==> config.mk <==
export PLATFORM = sky130hd
export DESIGN_NAME = quadratic_probe_hash_table_top
export DESIGN_NICKNAME = d
export VERILOG_FILES = /design/src/sv/qph_pkg.sv /design/src/sv/quadratic_probe_hash_table_top.sv /design/src/sv/qph_ram.sv /design/src/sv/qph_probe_gen.sv
export SDC_FILE = /design/constraint.sdc
export NUM_CORES = 1
export LEC_CHECK = 0
export BUFFER_PORTS_ARGS = -buffer_cell sky130_fd_sc_hd__buf_2
export CAP_MARGIN = 10
export CORE_ASPECT_RATIO = 1.2
export CORE_MARGIN = 2
export CORE_UTILIZATION = 62
export CTS_CLUSTER_DIAMETER = 120
export DETAILED_ROUTE_END_ITERATION = 7
export PLACE_DENSITY = 0.79
export SYNTH_ARGS = -nofsm -noshare
export SYNTH_HDL_FRONTEND = slang
export SYNTH_SLANG_ARGS = --single-unit
==> constraint.sdc <==
create_clock -name aclk -period 7.9 [get_ports aclk]
set_clock_uncertainty 0.15 [all_clocks]
set_input_delay 1.975 -clock aclk [delete_from_list [all_inputs] [get_ports aclk]]
set_output_delay 1.975 -clock aclk [all_outputs]
set_load 0.02 [all_outputs]
==> src/sv/qph_pkg.sv <==
// ============================================================================
// qph_pkg
// Shared types, constants and helpers of the quadratic probing hash table.
// ============================================================================
package qph_pkg;

    localparam int TABLE_SIZE      = 16;
    localparam int IDX_BITS        = $clog2(TABLE_SIZE);
    localparam int KEY_BITS        = 32;
    localparam int SEARCH_KEY_BITS = 32;
    localparam int VALUE_BITS      = 32;
    localparam int SLOT_BITS       = 4;
    localparam int STATUS_BITS     = 2;
    localparam int COEF_BITS       = 8;
    localparam int CFG_INDEX_BITS  = 8;
    localparam int ENTRY_BITS      = KEY_BITS + VALUE_BITS;

    localparam int S_TDATA_BITS = ((SEARCH_KEY_BITS + VALUE_BITS + 7) / 8) * 8;
    localparam int M_TDATA_BITS = ((VALUE_BITS + SLOT_BITS + 7) / 8) * 8;

    localparam logic [COEF_BITS-1:0] LINEAR_COEF_RESET = COEF_BITS'(5);
    localparam logic [COEF_BITS-1:0] SQUARE_COEF_RESET = COEF_BITS'(7);

    localparam logic [CFG_INDEX_BITS-1:0] CFG_LINEAR_IDX = CFG_INDEX_BITS'(0);
    localparam logic [CFG_INDEX_BITS-1:0] CFG_SQUARE_IDX = CFG_INDEX_BITS'(1);

    localparam logic [STATUS_BITS-1:0] STATUS_OK        = STATUS_BITS'(0);
    localparam logic [STATUS_BITS-1:0] STATUS_NOT_FOUND = STATUS_BITS'(1);
    localparam logic [STATUS_BITS-1:0] STATUS_FULL      = STATUS_BITS'(2);

    localparam logic [VALUE_BITS-1:0] VALUE_MISS = '1;

    typedef enum logic [3:0] {
        ST_IDLE  = 4'b0001,
        ST_PROBE = 4'b0010,
        ST_CHECK = 4'b0100,
        ST_DONE  = 4'b1000
    } state_t;

    typedef struct packed {
        logic start;
        logic advance;
    } probe_cmd_t;

    // Sum of two slot indexes, reduced modulo the table size.
    function automatic logic [IDX_BITS-1:0] mod_add(input logic [IDX_BITS-1:0] a,
                                                    input logic [IDX_BITS-1:0] b);
        logic [IDX_BITS:0] sum;
        sum = {1'b0, a} + {1'b0, b};
        if (sum >= (IDX_BITS+1)'(TABLE_SIZE)) begin
            sum = sum - (IDX_BITS+1)'(TABLE_SIZE);
        end
        return sum[IDX_BITS-1:0];
    endfunction

endpackage

==> src/sv/quadratic_probe_hash_table_top.sv <==
// ============================================================================
// quadratic_probe_hash_table_top
// Open-addressing key/value store with quadratic probing over a table RAM.
// ============================================================================
// Each probe reads the table RAM in ST_PROBE and compares the entry in ST_CHECK.
// A request makes 1 to 16 probes; its result word is loaded into the output
// register from ST_DONE, and a new word is accepted only back in ST_IDLE.
// A result word still waiting in the output register holds the next one back.
// Synchronous active-low reset clears all slot valid bits at once, restores
// the probe coefficients to 5 and 7, and empties the output register.
module quadratic_probe_hash_table_top
    import qph_pkg::*;
(
    input  logic                      aclk,
    input  logic                      aresetn,
    input  logic                      s_tvalid,
    output logic                      s_tready,
    input  logic [S_TDATA_BITS-1:0]   s_tdata,   // search_key, write_value
    input  logic                      s_tuser,   // req_type
    output logic                      m_tvalid,
    input  logic                      m_tready,
    output logic [M_TDATA_BITS-1:0]   m_tdata,   // read_value, slot_index, zero pad
    output logic [STATUS_BITS-1:0]    m_tuser,   // status
    input  logic                      cfg_valid,
    output logic                      cfg_ready,
    input  logic [CFG_INDEX_BITS-1:0] cfg_index,
    input  logic [COEF_BITS-1:0]      cfg_data
);

    state_t                  state_reg;
    state_t                  state_next;
    logic                    req_insert_reg;
    logic [KEY_BITS-1:0]     req_key_reg;
    logic [VALUE_BITS-1:0]   req_value_reg;
    logic [COEF_BITS-1:0]    lin_coef_reg;
    logic [COEF_BITS-1:0]    sq_coef_reg;
    logic [TABLE_SIZE-1:0]   slot_valid_reg;
    logic [STATUS_BITS-1:0]  res_status_reg;
    logic [VALUE_BITS-1:0]   res_value_reg;
    logic [IDX_BITS-1:0]     res_slot_reg;
    logic                    m_tvalid_reg;
    logic [STATUS_BITS-1:0]  m_tuser_reg;
    logic [M_TDATA_BITS-1:0] m_tdata_reg;

    logic                    in_fire;
    logic                    out_free;
    logic [KEY_BITS-1:0]     in_key;
    logic [IDX_BITS-1:0]     home;
    probe_cmd_t              probe_cmd;
    logic [IDX_BITS-1:0]     probe_idx;
    logic                    probe_last;
    logic [ENTRY_BITS-1:0]   ram_rdata;
    logic                    ram_we;
    logic [KEY_BITS-1:0]     rd_key;
    logic [VALUE_BITS-1:0]   rd_value;
    logic                    cur_valid;
    logic                    key_match;
    logic                    stop;
    logic                    finish;
    logic [STATUS_BITS-1:0]  res_status;
    logic [VALUE_BITS-1:0]   res_value;

    assign s_tready  = (state_reg == ST_IDLE);
    assign cfg_ready = 1'b1;
    assign in_fire   = s_tvalid && s_tready;
    assign out_free  = !m_tvalid_reg || m_tready;
    assign in_key    = s_tdata[KEY_BITS-1:0];
    assign home      = IDX_BITS'(in_key % TABLE_SIZE);

    assign rd_key    = ram_rdata[KEY_BITS-1:0];
    assign rd_value  = ram_rdata[KEY_BITS +: VALUE_BITS];
    assign cur_valid = slot_valid_reg[probe_idx];
    assign key_match = cur_valid && (rd_key == req_key_reg);
    assign stop      = !cur_valid || key_match;
    assign finish    = (state_reg == ST_CHECK) && (stop || probe_last);
    assign ram_we    = (state_reg == ST_CHECK) && stop && req_insert_reg;

    assign probe_cmd.start   = in_fire;
    assign probe_cmd.advance = (state_reg == ST_CHECK) && !stop && !probe_last;

    qph_probe_gen u_probe_gen (
        .aclk     (aclk),
        .aresetn  (aresetn),
        .cmd      (probe_cmd),
        .home     (home),
        .lin_coef (lin_coef_reg),
        .sq_coef  (sq_coef_reg),
        .idx      (probe_idx),
        .last     (probe_last)
    );

    qph_ram #(
        .WIDTH (ENTRY_BITS),
        .DEPTH (TABLE_SIZE)
    ) u_table_ram (
        .aclk  (aclk),
        .we    (ram_we),
        .waddr (probe_idx),
        .wdata ({req_value_reg, req_key_reg}),
        .raddr (probe_idx),
        .rdata (ram_rdata)
    );

    always_comb begin
        if (req_insert_reg) begin
            res_status = stop ? STATUS_OK : STATUS_FULL;
            res_value  = '0;
        end else if (key_match) begin
            res_status = STATUS_OK;
            res_value  = rd_value;
        end else begin
            res_status = STATUS_NOT_FOUND;
            res_value  = VALUE_MISS;
        end
    end

    always_comb begin
        state_next = state_reg;
        case (state_reg)
            ST_IDLE: begin
                if (in_fire) begin
                    state_next = ST_PROBE;
                end
            end
            ST_PROBE: begin
                state_next = ST_CHECK;
            end
            ST_CHECK: begin
                state_next = finish ? ST_DONE : ST_PROBE;
            end
            ST_DONE: begin
                if (out_free) begin
                    state_next = ST_IDLE;
                end
            end
            default: begin
                state_next = ST_IDLE;
            end
        endcase
    end

    always_ff @(posedge aclk) begin
        if (in_fire) begin
            req_insert_reg <= s_tuser;
            req_key_reg    <= in_key;
            req_value_reg  <= s_tdata[SEARCH_KEY_BITS +: VALUE_BITS];
        end
        if (finish) begin
            res_status_reg <= res_status;
            res_value_reg  <= res_value;
            res_slot_reg   <= probe_idx;
        end
        if (state_reg == ST_DONE && out_free) begin
            m_tuser_reg <= res_status_reg;
            m_tdata_reg <= M_TDATA_BITS'({SLOT_BITS'(res_slot_reg), res_value_reg});
        end
        if (!aresetn) begin
            state_reg      <= ST_IDLE;
            slot_valid_reg <= '0;
            lin_coef_reg   <= LINEAR_COEF_RESET;
            sq_coef_reg    <= SQUARE_COEF_RESET;
            m_tvalid_reg   <= 1'b0;
        end else begin
            state_reg <= state_next;
            if (ram_we) begin
                slot_valid_reg[probe_idx] <= 1'b1;
            end
            if (cfg_valid && cfg_index == CFG_LINEAR_IDX) begin
                lin_coef_reg <= cfg_data;
            end
            if (cfg_valid && cfg_index == CFG_SQUARE_IDX) begin
                sq_coef_reg <= cfg_data;
            end
            if (state_reg == ST_DONE && out_free) begin
                m_tvalid_reg <= 1'b1;
            end else if (m_tready) begin
                m_tvalid_reg <= 1'b0;
            end
        end
    end

    assign m_tvalid = m_tvalid_reg;
    assign m_tuser  = m_tuser_reg;
    assign m_tdata  = m_tdata_reg;

    a_store_sets_valid: assert property (@(posedge aclk) disable iff (!aresetn)
        (state_reg == ST_CHECK && ram_we) |=> slot_valid_reg[$past(probe_idx)])
        else $error("Stored slot is not marked valid.");

    a_empty_slot_ends_search: assert property (@(posedge aclk) disable iff (!aresetn)
        (state_reg == ST_CHECK && !cur_valid) |=> (state_reg == ST_DONE))
        else $error("Probing continued past an empty slot.");

    a_lookup_never_full: assert property (@(posedge aclk) disable iff (!aresetn)
        (state_reg == ST_DONE && !req_insert_reg) |-> (res_status_reg != STATUS_FULL))
        else $error("Lookup reported a full table.");

    a_full_has_zero_value: assert property (@(posedge aclk) disable iff (!aresetn)
        (m_tvalid_reg && m_tuser_reg == STATUS_FULL)
            |-> (m_tdata_reg[VALUE_BITS-1:0] == '0))
        else $error("Failed insert returned a nonzero value.");

endmodule

==> src/sv/qph_ram.sv <==
// ============================================================================
// qph_ram
// Generic single-write, single-read RAM with a registered read port.
// ============================================================================
module qph_ram #(
    parameter int WIDTH = 8,
    parameter int DEPTH = 16
) (
    input  logic                     aclk,
    input  logic                     we,
    input  logic [$clog2(DEPTH)-1:0] waddr,
    input  logic [WIDTH-1:0]         wdata,
    input  logic [$clog2(DEPTH)-1:0] raddr,
    output logic [WIDTH-1:0]         rdata
);

    logic [WIDTH-1:0] mem [DEPTH];

    always_ff @(posedge aclk) begin
        if (we) begin
            mem[waddr] <= wdata;
        end
        rdata <= mem[raddr];
    end

endmodule

==> src/sv/qph_probe_gen.sv <==
// ============================================================================
// qph_probe_gen
// Probe slot sequencer using finite differences of the quadratic offset.
// ============================================================================
module qph_probe_gen
    import qph_pkg::*;
(
    input  logic                 aclk,
    input  logic                 aresetn,
    input  probe_cmd_t           cmd,
    input  logic [IDX_BITS-1:0]  home,
    input  logic [COEF_BITS-1:0] lin_coef,
    input  logic [COEF_BITS-1:0] sq_coef,
    output logic [IDX_BITS-1:0]  idx,
    output logic                 last
);

    logic [IDX_BITS-1:0] idx_reg;
    logic [IDX_BITS-1:0] idx_next;
    logic [IDX_BITS-1:0] delta_reg;
    logic [IDX_BITS-1:0] delta_next;
    logic [IDX_BITS-1:0] step_reg;
    logic [IDX_BITS-1:0] step_next;
    logic [IDX_BITS-1:0] count_reg;
    logic [IDX_BITS-1:0] count_next;
    logic [IDX_BITS-1:0] lin_mod;
    logic [IDX_BITS-1:0] sq_mod;

    assign lin_mod = IDX_BITS'(lin_coef % TABLE_SIZE);
    assign sq_mod  = IDX_BITS'(sq_coef % TABLE_SIZE);

    // The offset difference between probe i and i+1 is a + b*(2i+1).
    always_comb begin
        idx_next   = idx_reg;
        delta_next = delta_reg;
        step_next  = step_reg;
        count_next = count_reg;
        if (cmd.start) begin
            idx_next   = home;
            delta_next = mod_add(lin_mod, sq_mod);
            step_next  = mod_add(sq_mod, sq_mod);
            count_next = '0;
        end else if (cmd.advance) begin
            idx_next   = mod_add(idx_reg, delta_reg);
            delta_next = mod_add(delta_reg, step_reg);
            count_next = count_reg + IDX_BITS'(1);
        end
    end

    always_ff @(posedge aclk) begin
        idx_reg   <= idx_next;
        delta_reg <= delta_next;
        step_reg  <= step_next;
        if (!aresetn) begin
            count_reg <= '0;
        end else begin
            count_reg <= count_next;
        end
    end

    assign idx  = idx_reg;
    assign last = (count_reg == IDX_BITS'(TABLE_SIZE - 1));

endmodule
==> out/summary.txt <==
Core Region: 0.07501 mm²
post-CTS setup buffers: 0
height of the die: 305.3 µm
Slew headroom: 0.2266
Post-CTS Resized: 0
Setup crit start kind: flop
largest net degree at the start of global routing: 175
Setup CP Type: flop to flop
commonest non-fill, non-tap cell in the layout: edfxtp_1
proportion of synthesized flip-flops having asynchronous set or reset: 0
post-synthesis sequential area ratio: 0.7945
number of flip-flops in the largest register: 1024
critical hold path startpoint: res_value_reg[16]$_SDFFCE_PP0P_
Max Fclk: 200.6 MHz
Worst Tran Pin Value: 1157 ps
Sink Count: 1273
Routed Wire Length: 107.3 mm
DRT iter0 DRCs: 2771
final period utilization: 0.6309
effective utilization at floorplan: 0.6252
GRT Util Overall: 0.2842
clock root buffer: clkbuf_16
post-synthesis instance area: 0.04689 mm²
Total Power: 16.88 mW
boundary pin count: 131
power density over the cells: 321.2 mW/mm²
GP Congestion: 0.7648
DR WL/cell: 32.67 µm
H-Tree Depth: 3
first-pass GRT wire length: 156.2 mm
Critical Path End Type: flop
initial antenna violation count: 3
vias in the first global route: 22.77k
status: complete, no violations
post-DP HPWL: 48.66 mm
Residual DRC: 0
Final Max Tran Viols: 0
worst-skew pair later-pin latency: 680 ps
row count: 110
grt total ovfl: 0
Reg-to-Reg End: u_table_ram.mem[8][6]$_DFFE_PP_
r2r setup slk: 2920 ps
RSZ-0062 raised after global routing: no
Syn Inst Count: 1983
Die Width: 255.1 µm
Min-Delay Path Class: flop to flop
Worst Hold End: m_tdata[16]$_DFFE_PP_
total die area: 0.07786 mm²
Final ANT Viol Nets: 0
maximum VDD drop: 0.2714 mV
fin nets: 2273
maxcap violations: 0
fillers: 4039
most frequent cells in the layout: edfxtp_1, mux4_2, buf_2, clkbuf_16, dfxtp_1
number of port buffers: 121
worst flop-to-flop path startpoint: req_key_reg[25]$_DFFE_PP_
TritonCTS Buffers: 113
CP arrival: 5160 ps
CTS max path bufs: 3
Synth Flop Type: edfxtp_1
#FFs+latches synth: 1273
Hold Path Depth: 0
Leakage Power: 16.95 nW
routed via count: 22.07k
First-pass DRT Iterations: 6
setup violators final: 0
Post-synth EDFFs: 1176
r2r worst-path depth: 7
share of post-route cells with drive strength above 1: 0.3057
Worst Path Required: 8070 ps
vias per inst: 6.716
CTS tree: yes
final hold violation count: 0
final setup TNS: 0 ps
Min Clock Period, post-route: 4984 ps
clock slew at reported path FFs: 60 ps
YS warnings: 0
Layout area overhead: 12.08%
cts hold-fix bufs: 0
Max FO, Critical Path: 44
Avg Cell Area, Syn: 23.65 µm²
Synth cell types: 48
[power by group]
group | internal [mW] | switching, mW | leakage [nW] | total, mW
clock | 3.15 | 2.43 | 1.87 | 5.58
sequential | 7.95 | 0.403 | 11.4 | 8.35
combinational | 1.46 | 1.49 | 3.68 | 2.95
[metal layers]
layer,GRT usage,up-vias,share of wire
li1,-,8672,-
met1,0.3811,11640,0.36
met2,0.4781,1520,0.52
met3,0.04956,230,0.090
met4,0.09833,4,0.030
met5,0,-,0.00023
[cell type report]
cell class              instances  area, µm²  area share
multi-input cells             574       9094      0.1730
clock inverters                57      588.1     0.01119
repair buffers                169       1003     0.01909
well taps                    1008       1261     0.02400
inverters                      45      171.4    0.003261
clock buffers                 159       3183     0.06056
diodes                          1      2.502  0.00004761
flip-flops and latches       1273      37260      0.7088
[logic make-up after synthesis]
logic type,Yosys count,share of synthesized area
flip-flops,1273,0.7945
multiplexers,333,0.1575
buffers and inverters,139,0.01369
AND/OR/NAND/NOR,110,0.01385
AO/OA/AOI/OAI,74,0.009258
XOR/XNOR,41,0.007658
adder cells (fa/ha/maj),11,0.003415
other,2,0.0001601
[critical path, stage by stage, from the launching register on]
cell and delay [ps]:
edfxtp_1 610, xor2_1 280, nor4_1 720, nand4_1 440, o21ai_0 740, nand3_1 280, nor2_4 940, buf_12 450
[cell usage after synthesis, types with 2 or more instances]
cell type     n  area (µm²)
mux4_2      324        7297
xnor2_1       7       61.31
a21oi_1      11       55.05
ha_1          8       100.1
buf_4        10       75.07
dfxtp_1      97        1942
buf_6         5       56.30
and2_1        2       12.51
nor2b_1       9       56.30
nand2_1      24       90.09
buf_2        27       135.1
mux2i_1       9       90.09
and3_1        2       12.51
nand4_1      10       62.56
nand3_1      10       50.05
fa_1          3       60.06
nand3b_1      2       15.01
a21o_1        3       22.52
conb_1        2       7.510
inv_1        44       165.2
o21ai_0      41       205.2
nor2_1       20       75.07
o21a_1       13       97.59
clkbuf_1     43       161.4
nor3_4        4       65.06
nor4_1       10       62.56
buf_1         8       30.03
xor2_1       34       297.8
nor3_1        7       35.03
edfxtp_1   1176       35310
[worst max path at each step]
stage,startpoint,to,depth (start not counted)
3_5_place_dp,req_key_reg[25]$_DFFE_PP_,u_table_ram.mem[8][9]$_DFFE_PP_,7
4_1_cts,req_key_reg[25]$_DFFE_PP_,u_table_ram.mem[8][25]$_DFFE_PP_,7
6_report,req_key_reg[25]$_DFFE_PP_,u_table_ram.mem[8][6]$_DFFE_PP_,7
3_3_place_gp,u_probe_gen.idx[0]$_DFFE_PP_,u_table_ram.mem[9][54]$_DFFE_PP_,9
2_1_floorplan,req_key_reg[25]$_DFFE_PP_,u_table_ram.mem[2][0]$_DFFE_PP_,6
5_1_grt,req_key_reg[5]$_DFFE_PP_,u_table_ram.mem[8][6]$_DFFE_PP_,7
[per-stage QoR]
stage	util	instance area (µm²)	setup slack [ps]	cells	hold WS [ps]
final	0.7007	52560	2916	3286	267.7
after global routing	0.7007	52560	2628	3285	271.6
after global placement	0.6504	48790	3214	3069	251.4
after detailed placement	0.6504	48790	3112	3069	255.6
after CTS	0.7007	52560	2989	3285	270.1
after floorplan	-	46910	1029	1986	250.3
No activity file was read; power rests on OpenSTA's default activity.
